[src/rtl/core/dsp_pkg.sv]
// ----------------------------------------------------------------------------
// dsp_pkg
// Shared types and codes for the DDS step pulse generator.
// ----------------------------------------------------------------------------
`default_nettype none

package dsp_pkg;

  localparam int unsigned FIELD_W = 32;

  // item kinds
  typedef enum logic [2:0] {
    MODE_TICK     = 3'd0,
    MODE_ENABLE   = 3'd1,
    MODE_DIR      = 3'd2,
    MODE_RUN      = 3'd3,
    MODE_STOP     = 3'd4,
    MODE_MOVE_TO  = 3'd5,
    MODE_MOVE_BY  = 3'd6,
    MODE_SET_POS  = 3'd7
  } mode_t;

  typedef enum logic [1:0] {
    RS_STOPPED    = 2'd0,
    RS_CONTINUOUS = 2'd1,
    RS_TARGET     = 2'd2
  } run_state_t;

  typedef struct packed {
    mode_t                     mode;
    logic signed [FIELD_W-1:0] value;
    logic        [FIELD_W-1:0] increment;
  } in_item_t;

  typedef struct packed {
    logic                      step_pulse;
    logic                      step_positive;
    logic signed [FIELD_W-1:0] position_now;
    logic                      move_done;
    logic                      axis_enabled;
  } out_item_t;

endpackage

`default_nettype wire

[src/rtl/core/dsp_if.sv]
// ----------------------------------------------------------------------------
// dsp_in_if / dsp_out_if
// Valid/ready channels for commands and ticks in, step results out.
// ----------------------------------------------------------------------------
`default_nettype none

interface dsp_in_if;
  logic                                  valid;
  logic                                  ready;
  logic [2:0]                            mode;
  logic signed [dsp_pkg::FIELD_W-1:0]    value;
  logic        [dsp_pkg::FIELD_W-1:0]    increment;

  modport source (output valid, mode, value, increment, input ready);
  modport sink   (input valid, mode, value, increment, output ready);
endinterface

interface dsp_out_if;
  logic                                  valid;
  logic                                  ready;
  logic                                  step_pulse;
  logic                                  step_positive;
  logic signed [dsp_pkg::FIELD_W-1:0]    position_now;
  logic                                  move_done;
  logic                                  axis_enabled;

  modport source (output valid, step_pulse, step_positive, position_now, move_done,
                  axis_enabled, input ready);
  modport sink   (input valid, step_pulse, step_positive, position_now, move_done,
                  axis_enabled, output ready);
endinterface

`default_nettype wire

[src/rtl/core/dsp_in_reg.sv]
// ----------------------------------------------------------------------------
// dsp_in_reg
// Input register: holds one accepted word until the axis stage takes it.
// ----------------------------------------------------------------------------
`default_nettype none

module dsp_in_reg (
  input  wire logic         clk,
  input  wire logic         rst_n,
  dsp_in_if.sink            in_ch,
  output dsp_pkg::in_item_t item,
  output logic              item_valid,
  input  wire logic         item_take
);

  logic              valid_r, valid_nxt;
  dsp_pkg::in_item_t item_r;
  logic              in_fire;

  assign in_ch.ready = !valid_r || item_take;
  assign in_fire     = in_ch.valid && in_ch.ready;
  assign valid_nxt   = in_fire || (valid_r && !item_take);

  always_ff @(posedge clk) begin
    if (!rst_n) begin
      valid_r <= 1'b0;
    end else begin
      valid_r <= valid_nxt;
    end
  end

  always_ff @(posedge clk) begin
    if (in_fire) begin
      item_r.mode      <= dsp_pkg::mode_t'(in_ch.mode);
      item_r.value     <= in_ch.value;
      item_r.increment <= in_ch.increment;
    end
  end

  assign item       = item_r;
  assign item_valid = valid_r;

endmodule

`default_nettype wire

[src/rtl/core/dsp_axis.sv]
// ----------------------------------------------------------------------------
// dsp_axis
// Axis state, phase accumulator and command decode, with the result register.
// ----------------------------------------------------------------------------
`default_nettype none

module dsp_axis #(
  parameter int unsigned ACC_WIDTH = 32,
  parameter int unsigned POS_WIDTH = 32
) (
  input  wire logic         clk,
  input  wire logic         rst_n,
  input  dsp_pkg::in_item_t item,
  input  wire logic         item_valid,
  output logic              item_take,
  dsp_out_if.source         out_ch
);

  logic [ACC_WIDTH-1:0]  acc_r, acc_nxt;
  logic [ACC_WIDTH-1:0]  rate_r, rate_nxt;
  logic [POS_WIDTH-1:0]  pos_r, pos_nxt;
  logic [POS_WIDTH-1:0]  tgt_r, tgt_nxt;
  logic                  dir_r, dir_nxt;
  logic                  en_r, en_nxt;
  dsp_pkg::run_state_t   rs_r, rs_nxt;
  logic                  stepped;

  logic                  out_valid_r, out_valid_nxt;
  dsp_pkg::out_item_t    out_r, out_nxt;
  logic                  fire;

  logic [ACC_WIDTH-1:0]  inc;
  logic [POS_WIDTH-1:0]  val;
  logic [POS_WIDTH-1:0]  move_tgt;
  logic [ACC_WIDTH:0]    acc_sum;
  logic [POS_WIDTH-1:0]  pos_stepped;

  assign fire          = item_valid && (!out_valid_r || out_ch.ready);
  assign item_take     = fire;
  assign out_valid_nxt = fire || (out_valid_r && !out_ch.ready);

  // value sign-extends or truncates; increment zero-extends or truncates
  assign val         = POS_WIDTH'(item.value);
  assign inc         = ACC_WIDTH'(item.increment);
  assign move_tgt    = (item.mode == dsp_pkg::MODE_MOVE_BY) ? pos_r + val : val;
  assign acc_sum     = {1'b0, acc_r} + {1'b0, rate_r};
  assign pos_stepped = dir_r ? pos_r + POS_WIDTH'(1) : pos_r - POS_WIDTH'(1);

  always_comb begin
    acc_nxt  = acc_r;
    rate_nxt = rate_r;
    pos_nxt  = pos_r;
    tgt_nxt  = tgt_r;
    dir_nxt  = dir_r;
    en_nxt   = en_r;
    rs_nxt   = rs_r;
    stepped  = 1'b0;

    unique case (item.mode)
      dsp_pkg::MODE_TICK: begin
        if (en_r && rs_r != dsp_pkg::RS_STOPPED && rate_r != '0) begin
          acc_nxt = acc_sum[ACC_WIDTH-1:0];
          if (acc_sum[ACC_WIDTH]) begin
            stepped = 1'b1;
            pos_nxt = pos_stepped;
            // target reached or overshot in the direction of travel
            if (rs_r == dsp_pkg::RS_TARGET &&
                ((dir_r && $signed(pos_stepped) >= $signed(tgt_r)) ||
                 (!dir_r && $signed(pos_stepped) <= $signed(tgt_r)))) begin
              rate_nxt = '0;
              rs_nxt   = dsp_pkg::RS_STOPPED;
            end
          end
        end
      end
      dsp_pkg::MODE_ENABLE: begin
        en_nxt = item.value[0];
        if (!item.value[0]) begin
          rs_nxt = dsp_pkg::RS_STOPPED;
        end
      end
      dsp_pkg::MODE_DIR: begin
        dir_nxt = item.value[0];
      end
      dsp_pkg::MODE_RUN: begin
        rate_nxt = inc;
        rs_nxt   = (inc == '0) ? dsp_pkg::RS_STOPPED : dsp_pkg::RS_CONTINUOUS;
      end
      dsp_pkg::MODE_STOP: begin
        rate_nxt = '0;
        rs_nxt   = dsp_pkg::RS_STOPPED;
      end
      dsp_pkg::MODE_MOVE_TO, dsp_pkg::MODE_MOVE_BY: begin
        if (move_tgt == pos_r || inc == '0) begin
          rate_nxt = '0;
          rs_nxt   = dsp_pkg::RS_STOPPED;
        end else begin
          dir_nxt  = $signed(move_tgt) > $signed(pos_r);
          tgt_nxt  = move_tgt;
          rate_nxt = inc;
          rs_nxt   = dsp_pkg::RS_TARGET;
        end
      end
      dsp_pkg::MODE_SET_POS: begin
        pos_nxt = val;
        tgt_nxt = val;
      end
      default: begin
      end
    endcase

    out_nxt.step_pulse    = stepped;
    out_nxt.step_positive = dir_nxt;
    out_nxt.position_now  = dsp_pkg::FIELD_W'(pos_nxt);
    out_nxt.move_done     = (rs_nxt == dsp_pkg::RS_STOPPED);
    out_nxt.axis_enabled  = en_nxt;
  end

  always_ff @(posedge clk) begin
    if (!rst_n) begin
      acc_r       <= '0;
      rate_r      <= '0;
      pos_r       <= '0;
      tgt_r       <= '0;
      dir_r       <= 1'b1;
      en_r        <= 1'b0;
      rs_r        <= dsp_pkg::RS_STOPPED;
      out_valid_r <= 1'b0;
    end else begin
      out_valid_r <= out_valid_nxt;
      if (fire) begin
        acc_r  <= acc_nxt;
        rate_r <= rate_nxt;
        pos_r  <= pos_nxt;
        tgt_r  <= tgt_nxt;
        dir_r  <= dir_nxt;
        en_r   <= en_nxt;
        rs_r   <= rs_nxt;
      end
    end
  end

  always_ff @(posedge clk) begin
    if (fire) begin
      out_r <= out_nxt;
    end
  end

  assign out_ch.valid         = out_valid_r;
  assign out_ch.step_pulse    = out_r.step_pulse;
  assign out_ch.step_positive = out_r.step_positive;
  assign out_ch.position_now  = out_r.position_now;
  assign out_ch.move_done     = out_r.move_done;
  assign out_ch.axis_enabled  = out_r.axis_enabled;

endmodule

`default_nettype wire

[src/rtl/core/dds_step_pulse_generator.sv]
// ----------------------------------------------------------------------------
// dds_step_pulse_generator
// Phase-accumulator stepper step generator: ticks and axis commands in,
// one status word with the step pulse out per input word.
// ----------------------------------------------------------------------------
//  channel | dir | handshake   | payload
//  --------+-----+-------------+------------------------------------------------
//  in_ch   | in  | valid/ready | mode, value, increment
//  out_ch  | out | valid/ready | step_pulse, step_positive, position_now,
//          |     |             | move_done, axis_enabled
//
//  The result is registered: input register, then the accumulator add /
//  position update / target compare into the result register.
//  One word per cycle sustained while out_ch is ready; the axis state updates as
//  each word moves into the result register.
//  Synchronous active-low reset: axis disabled, stopped, direction positive.
//  A stalled out_ch holds the result and fills the input register, then in_ch
//  deasserts ready.
// ----------------------------------------------------------------------------
`default_nettype none

module dds_step_pulse_generator #(
  parameter int unsigned ACC_WIDTH = 32,
  parameter int unsigned POS_WIDTH = 32
) (
  input  wire logic clk,
  input  wire logic rst_n,
  dsp_in_if.sink    in_ch,
  dsp_out_if.source out_ch
);

  dsp_pkg::in_item_t item;
  logic              item_valid;
  logic              item_take;

  dsp_in_reg u_in_reg (
    .clk        (clk),
    .rst_n      (rst_n),
    .in_ch      (in_ch),
    .item       (item),
    .item_valid (item_valid),
    .item_take  (item_take)
  );

  dsp_axis #(
    .ACC_WIDTH (ACC_WIDTH),
    .POS_WIDTH (POS_WIDTH)
  ) u_axis (
    .clk        (clk),
    .rst_n      (rst_n),
    .item       (item),
    .item_valid (item_valid),
    .item_take  (item_take),
    .out_ch     (out_ch)
  );

endmodule

`default_nettype wire

[src/flat_wrapper.sv]
// flat-port wrapper written by rule: the top's interface ports become plain ports
module dds_step_pulse_generator_flat 
#(
  parameter int unsigned ACC_WIDTH = 32,
  parameter int unsigned POS_WIDTH = 32
)
  (clk, rst_n, in_ch_valid, in_ch_mode, in_ch_value, in_ch_increment, in_ch_ready, out_ch_valid, out_ch_step_pulse, out_ch_step_positive, out_ch_position_now, out_ch_move_done, out_ch_axis_enabled, out_ch_ready);
  dsp_in_if in_ch_i ();
  dsp_out_if out_ch_i ();
  input  wire logic clk;
  input  wire logic rst_n;
  input wire logic [$bits(in_ch_i.valid)-1:0] in_ch_valid;
  input wire logic [$bits(in_ch_i.mode)-1:0] in_ch_mode;
  input wire logic [$bits(in_ch_i.value)-1:0] in_ch_value;
  input wire logic [$bits(in_ch_i.increment)-1:0] in_ch_increment;
  output wire logic [$bits(in_ch_i.ready)-1:0] in_ch_ready;
  output wire logic [$bits(out_ch_i.valid)-1:0] out_ch_valid;
  output wire logic [$bits(out_ch_i.step_pulse)-1:0] out_ch_step_pulse;
  output wire logic [$bits(out_ch_i.step_positive)-1:0] out_ch_step_positive;
  output wire logic [$bits(out_ch_i.position_now)-1:0] out_ch_position_now;
  output wire logic [$bits(out_ch_i.move_done)-1:0] out_ch_move_done;
  output wire logic [$bits(out_ch_i.axis_enabled)-1:0] out_ch_axis_enabled;
  input wire logic [$bits(out_ch_i.ready)-1:0] out_ch_ready;
  assign in_ch_i.valid = in_ch_valid;
  assign in_ch_i.mode = in_ch_mode;
  assign in_ch_i.value = in_ch_value;
  assign in_ch_i.increment = in_ch_increment;
  assign in_ch_ready = in_ch_i.ready;
  assign out_ch_valid = out_ch_i.valid;
  assign out_ch_step_pulse = out_ch_i.step_pulse;
  assign out_ch_step_positive = out_ch_i.step_positive;
  assign out_ch_position_now = out_ch_i.position_now;
  assign out_ch_move_done = out_ch_i.move_done;
  assign out_ch_axis_enabled = out_ch_i.axis_enabled;
  assign out_ch_i.ready = out_ch_ready;
  dds_step_pulse_generator #(.ACC_WIDTH(ACC_WIDTH), .POS_WIDTH(POS_WIDTH)) u_core (.clk(clk), .rst_n(rst_n), .in_ch(in_ch_i), .out_ch(out_ch_i));
endmodule
[config.mk]
export PLATFORM = sky130hd
export DESIGN_NAME = dds_step_pulse_generator_flat
export DESIGN_NICKNAME = d
export VERILOG_FILES = /design/src/rtl/core/dsp_pkg.sv /design/src/rtl/core/dsp_if.sv /design/src/rtl/core/dsp_in_reg.sv /design/src/rtl/core/dsp_axis.sv /design/src/rtl/core/dds_step_pulse_generator.sv /design/src/flat_wrapper.sv
export SDC_FILE = /design/constraint.sdc
export NUM_CORES = 1
export LEC_CHECK = 0
export BUFFER_PORTS_ARGS = -buffer_cell sky130_fd_sc_hd__buf_2
export CORE_UTILIZATION = 65
export DETAILED_ROUTE_END_ITERATION = 8
export GPL_TIMING_DRIVEN = 0
export HOLD_SLACK_MARGIN = 0.08
export PLACE_DENSITY_LB_ADDON = 0.2
export REMOVE_ABC_BUFFERS = 1
export SLEW_MARGIN = 10
export SYNTH_ARGS = -nofsm -noshare
export SYNTH_HDL_FRONTEND = slang
export SYNTH_SLANG_ARGS = --single-unit
export TNS_END_PERCENT = 5
[constraint.sdc]
create_clock -name clk -period 10.1 [get_ports clk]
set_input_delay 2.02 -clock clk [delete_from_list [all_inputs] [get_ports clk]]
set_output_delay 2.02 -clock clk [all_outputs]
set_load 0.02 [all_outputs]
==> run_results.csv, run 1 <==
group,metric,value,unit
run_status,outcome,"finished, final reports clean",
setup_path,cp.required,10490,ps
placement,io_buffers,108,
cts,cts_resized,0,
drt,wl,41700,um
timing,min_period_over_period,70.7,%
drt,dr.pass1.iters,6,
power,seqPwrFrac,43.6,%
power,cellInternalPower,1.80,mW
placement,placed_cells,2116,
logic_synthesis,synth_cell_types,80,
finish,fillerInstances,1733,
global_route,grt_max_degree,67,
drt,vias,13885,
power,finalPower,2.48,mW
logic_synthesis,avgSynthCellArea,8.88,um^2
timing,setup_tns,0,ps
power,comb_power_share,16.4,%
timing,tightest_slew,1340,ps
logic_synthesis,synth_edf_count,103,
floorplan,die_area,24500,um^2
global_route,grt_usage,34.2,%
cts,cts_num_sinks,237,
drt,drtIter0Drc,1208,
timing,finalClockSkew,14.2,ps
global_route,antenna_found_initial,0,
cts,cts_buffer_depth,3,
placement,dp_hpwl,29300,um
cts,htree_levels,1,
cts,cts_hold_buffers,0,
global_route,grt_pass1_vias,13253,
drt,drc_errors,0,
floorplan,die_w,157,um
power,pwr_density_cell,143,nW/um^2
logic_synthesis,ys_ff_latch,237,
drt,avgViaCountPerCell,6.41,
timing,fmax,140,MHz
finish,final_cells,2166,
timing,drv_slew,0,
power,switching_power,679,uW
drt,avgRoutedWirePerCell,19.3,um
cts,clock_latency,550,ps
logic_synthesis,syn_inst,1752,
finish,drive_gt1_share,11.2,%
cts,cts_buffers,27,
logic_synthesis,ys.warnings.count,0,
power,p_sw_share,27.3,%
finish,nets,2057,
flow_run,drv_cap,0,
floorplan,start_util,66.3,%
drt,ant_nets,0,
finish,final_util,74.1,%
floorplan,core_region_area,23500,um^2
logic_synthesis,seq_area_frac_synth,37.1,%
cts,cts_tree,"built",
floorplan,num_io_pins,109,
setup_path,crit_path_max_fanout,33,
finish,final_common_cell,"nand2_1",
logic_synthesis,synth_top_area_share,19.9,%
global_route,grt_pass1_wl,66300,um
floorplan,rows,56,
finish,diodes,0,
setup_path,critPathKind,"register to register",
timing,slew_headroom,10.4,%
timing,setup-violations-final,0,
logic_synthesis,synth-main-ff-cell,"dfxtp_1",
logic_synthesis,yosys-top-cells-area,"edfxtp_1 20%, dfxtp_1 17%, ha_1 13%",
global_route,overflow,0,
logic_synthesis,synth_top_area_cell,"edfxtp_1",
cts,cts_root_buf,"clkbuf_16",
cts,post_cts.repair.setup_buffers,0,
min_path,min_path_type,"register to register",
placement,place_congestion,0.916,
cts,clk_pin_slew_worst_paths,60,ps
logic_synthesis,syn_area,15600,um^2
timing,rsz0062_at_grt,"no",
timing,hold_violations,0,
timing,fin_crit,7140,ps
finish,layout_common_cells,"233 x nand2_1, 157 x ha_1, 137 x a21oi_1",
power,p_clk_share,40.0,%
power,power_leakage,7.22,nW
setup_path,end_kind,"register",
setup_path,start_kind,"register",
floorplan,die_y,157,um
finish,areaGrowthSynthToFinish,11.8,%
power,peakVddDrop,0.000138,V
setup_path,arrival,7530,ps
logic_synthesis,async_flop_share,0,%
[worst max-delay path: stages (launching register included)]
cell and delay (ps):
dfxtp_1 410, inv_1 570, ha_1 720, nand3_1 150, nor3_1 380, nand4_1 140, o32ai_1 550, o31ai_1 240
o21ai_0 220, a21oi_1 110, xnor2_1 340, xnor2_1 140, ha_1 350, nand4_1 200, nor3_1 340, nand4_1 230
nor4_1 570, nor2_1 80, o21ai_0 110, nand3_2 160, nor2_4 720, o31ai_1 210
[sequential cells by signal (all words and copies together) (netlist names), 2 cells and up]
| signal | cells |
|---|---|
| u_core.u_axis.out_ch.position_now | 32 |
| u_core.u_axis.rs_r | 2 |
| u_core.u_axis.tgt_r | 32 |
| u_core.u_axis.acc_r | 32 |
| u_core.u_axis.pos_r | 32 |
| u_core.u_in_reg.item | 67 |
| u_core.u_axis.rate_r | 32 |
[per-layer routing]
metal,up-vias,global-route usage (%),wire [um]
li1,6636,-,-
met1,6553,43.9,17500
met2,581,57.9,19400
met3,115,3.88,3000
met4,0,15.4,1800
met5,-,0,0
[through the flow]
stage	hold slack (ps)	area [um^2]	worst slack (ps)
after global routing	473	17400	2570
after CTS	459	17400	3000
after global placement	442	16200	-849
after floorplan	436	15200	2850
final	460	17400	2960
after detailed placement	451	16500	3000
[synthesized netlist by cell type (13+ instances only)]
cell       number
a211oi_1       34
a21o_1         60
a21oi_1       138
a22oi_1        23
a2bb2oi_1      33
a31oi_1        20
clkbuf_1       59
dfxtp_1       134
edfxtp_1      103
ha_1          157
inv_1          98
nand2_1       234
nand3_1        37
nand4_1        27
nor2_1        109
nor2b_1        14
nor3_1         15
nor4_1         19
o21a_1         13
o21ai_0       110
o21bai_1       16
o31ai_1        50
xnor2_1        54
xor2_1         25
[area by class of cell]
| type | count | area [um^2] | area share, % |
|---|---|---|---|
| Clock buffer | 41 | 798 | 4.59 |
| Clock inverter | 9 | 105 | 0.604 |
| Inverter | 98 | 373 | 2.14 |
| Multi-Input combinational cell | 1343 | 9140 | 52.6 |
| Sequential cell | 237 | 5780 | 33.2 |
| Tap cell | 319 | 399 | 2.29 |
| Timing Repair Buffer | 119 | 798 | 4.59 |
[power groups by stage]
| stage | clock [mW] | sequential, mW | combinational, mW |
|---|---|---|---|
| floorplan | 0 | 1.10 | 0.267 |
| finish | 0.993 | 1.08 | 0.406 |
| detailed placement | 0 | 1.10 | 0.394 |
| global placement | 0 | 1.10 | 0.375 |
| CTS | 1.00 | 1.08 | 0.399 |
| global route | 1.04 | 1.09 | 0.447 |
[cells by family after synthesis]
kind of cell,synth area share (%)
compound gates,25.1
xor+xnor,4.45
fa+ha+maj,13.0
buf+inv,4.38
flops,37.1
mux,1.08
simple gates,14.8
[final timing paths]
kind / from / to / slack [ps] / cells after the start
worst max-delay path: u_core.u_axis.dir_r$_SDFFE_PN1P_ / u_core.u_axis.rate_r[2]$_SDFFE_PN0P_ / 2960 / 21
worst min-delay path: u_core.u_axis.acc_r[22]$_SDFFE_PN0P_ / u_core.u_axis.acc_r[22]$_SDFFE_PN0P_ / 460 / 2
worst max register to register: u_core.u_axis.dir_r$_SDFFE_PN1P_ / u_core.u_axis.rate_r[2]$_SDFFE_PN0P_ / 2960 / 21
worst min register to register: u_core.u_axis.acc_r[22]$_SDFFE_PN0P_ / u_core.u_axis.acc_r[22]$_SDFFE_PN0P_ / 460 / 2
(Power assumes the default switching activity.)
==> run 2, diff against run 1 <==
--- a/config.mk
+++ b/config.mk
@@ -6,7 +6,7 @@
 export NUM_CORES = 1
 export LEC_CHECK = 0
 export BUFFER_PORTS_ARGS = -buffer_cell sky130_fd_sc_hd__buf_2
-export CORE_UTILIZATION = 65
+export CORE_UTILIZATION = 62
 export DETAILED_ROUTE_END_ITERATION = 8
 export GPL_TIMING_DRIVEN = 0
 export HOLD_SLACK_MARGIN = 0.08
==> constraint.sdc (replaced) <==
create_clock -name clk -period 6.7 [get_ports clk]
set_input_delay 1.34 -clock clk [delete_from_list [all_inputs] [get_ports clk]]
set_output_delay 1.34 -clock clk [all_outputs]
set_load 0.02 [all_outputs]
==> run 2 against run 1 <==
Against the previous run:
- clock-buffer cell count increased by 1
- critical endpoint is now u_core.u_axis.rate_r[25]$_SDFFE_PN0P_
- utilization decreased by 2.8 points
- critical path depth increased by 2
- fmax increased by 14%
- critical path type unchanged
==> run_results.csv, run 2 (synthesis results as in run 1) <==
group,metric,value,unit
cts,cts_buffers,27,
cts,cts_tree,"built",
power,seqPwrFrac,45.2,%
global_route,grt_usage,32.3,%
power,peakVddDrop,0.000198,V
floorplan,start_util,63.6,%
timing,drv_slew,0,
timing,setup_ws,458,ps
placement,dp_slack,-315,ps
timing,fin_crit,6240,ps
power,p_clk_share,37.8,%
finish,drive_gt1_share,11.3,%
floorplan,core_region_area,24500,um^2
drt,dr.pass1.iters,5,
setup_path,crit_family,"simple AND/OR/NAND/NOR gates",
timing,slew_headroom,16.2,%
power,pwr_density_cell,207,nW/um^2
power,comb_power_share,17.0,%
setup_path,arrival,6660,ps
setup_path,slowest_delay,530,ps
drt,wl,42100,um
power,switching_power,1.02,mW
global_route,grt_max_degree,66,
global_route,busiest_layer,"met2",
timing,setup-violations-final,0,
finish,nets,2066,
floorplan,rows,57,
timing,setup_tns,0,ps
floorplan,die_w,160,um
placement,place_congestion,0.930,
drt,ant_nets,0,
global_route,grt_pass1_vias,13209,
global_route,grt_pass1_wl,67300,um
global_route,met3_usage,3.93,%
power,cellInternalPower,2.60,mW
placement,placed_cells,2121,
placement,dp_hpwl,29700,um
power,p_sw_share,28.2,%
timing,tightest_slew,1260,ps
global_route,gr-usage-met1,41.2,%
setup_path,crit_buf_inv,3,
cts,clk_pin_slew_worst_paths,60,ps
global_route,overflow,0,
drt,drc_errors,0,
timing,min_period_over_period,93.2,%
finish,final_util,71.3,%
setup_path,crit_slowest_cell,"dfxtp_1",
cts,htree_levels,1,
cts,cts_root_buf,"clkbuf_16",
finish,final_common_cell,"nand2_1",
timing,finalClockSkew,19.4,ps
global_route,antenna_found_initial,0,
min_path,min_path_type,"register to register",
drt,drtIter0Drc,1164,
floorplan,die_area,25700,um^2
drt,avgRoutedWirePerCell,19.3,um
setup_path,crit_top_cell,"nand4_1",
cts,clock_latency,560,ps
finish,design_area,17400,um^2
flow_run,drv_cap,0,
global_route,met2_usage,55.0,%
finish,diodes,0,
finish,areaGrowthSynthToFinish,12.1,%
timing,hold_violations,0,
cts,cts_num_sinks,237,
placement,io_buffers,108,
run_status,outcome,"finished, final reports clean",
floorplan,die_y,160,um
floorplan,num_io_pins,109,
timing,rsz0062_at_grt,"no",
finish,layout_common_cells,"233 x nand2_1, 157 x ha_1, 137 x a21oi_1",
cts,cts_buffer_depth,3,
placement,dpl-instance-area,16500,um^2
finish,largest_reg_flops,67,
setup_path,crit_path_max_fanout,15,
power,power_leakage,7.21,nW
drt,vias,13919,
timing,fmax,160,MHz
setup_path,crit_path_cell_trace,"clkinvlp_4, buf_4, ha_1, nand3_1, nor3_1, nand4_1, o32ai_1, o31ai_1, o21ai_0, a21oi_1, xnor2_1, xnor2_1, ha_1, nand4_1, nor3_1, nand4_1, nor4_2, nor2_1, o21ai_0, nand3_2, nor2_4, buf_12, o31ai_1",
setup_path,start_kind,"register",
setup_path,end_kind,"register",
setup_path,cp.required,7120,ps
finish,final_cells,2180,
drt,avgViaCountPerCell,6.38,
setup_path,critPathKind,"register to register",
-- run 2: cell types whose count changed in the layout (fill, tap and decap cells not counted), sizes merged --
cell and delta:
nor2 +1, clkinvlp +2, clkinv +1, clkbuf +1
buf +7, bufinv -2, inv -1
-- run 2: path summary, 6_finish.rpt --
kind	from	endpoint	cells past startpoint	slack [ps]
setup / recovery	u_core.u_axis.dir_r$_SDFFE_PN1P_	u_core.u_axis.rate_r[25]$_SDFFE_PN0P_	23	460
hold / removal	u_core.u_axis.acc_r[17]$_SDFFE_PN0P_	u_core.u_axis.acc_r[17]$_SDFFE_PN0P_	2	460
setup reg to reg	u_core.u_axis.dir_r$_SDFFE_PN1P_	u_core.u_axis.rate_r[25]$_SDFFE_PN0P_	23	460
hold reg to reg	u_core.u_axis.acc_r[17]$_SDFFE_PN0P_	u_core.u_axis.acc_r[17]$_SDFFE_PN0P_	2	460
-- run 2: what timing repair did --
action | 4_1_cts | 5_1_grt
setup endpoints to repair | 32 | 45
hold buffers | 0 | 0
hold endpoints to repair | 0 | 0
pin swaps | 1 | 1
buffers inserted | 2 | 4
resized for setup | 4 | 1
cloned | 2 | 0
-- run 2: per-stage QoR --
stage	power, mW	hold slack (ps)
CTS	3.61	458
global placement	2.23	442
floorplan	2.06	436
finish	3.62	457
detailed placement	2.25	449
global route	3.75	479
-- run 2: worst reg2reg max path: cells and delay by family (launching register included) --
kind	cells	cell delay, ps
buf+inv	3	660
compound gates	6	1350
simple gates	10	2350
xor+xnor	2	520
flops	1	530
fa+ha+maj	2	720
-- run 2: final cells by class --
cell class                 instances  area (um^2)
clock buffer                      42          752
timing repair inverter             1         7.51
fill                            1880         7030
timing repair buffer             126          896
multi-input combinational       1344         9160
clock inverter                     8         56.3
tap                              324          405
inverter                          98          377
sequential                       237         5780
-- run 2: metal layers --
layer / vias to the layer above / part of all wire [%]
li1: 6676 / -
met1: 6544 / 42
met2: 578 / 47
met3: 121 / 7.0
met4: 0 / 4.4
met5: - / 0
-- run 2: power groups by stage --
stage | clock, mW | sequential, mW | combinational (mW)
after floorplan | 0 | 1.66 | 0.402
after global routing | 1.44 | 1.64 | 0.674
final | 1.37 | 1.63 | 0.616
after detailed placement | 0 | 1.66 | 0.595
after global placement | 0 | 1.66 | 0.565
after CTS | 1.38 | 1.63 | 0.602
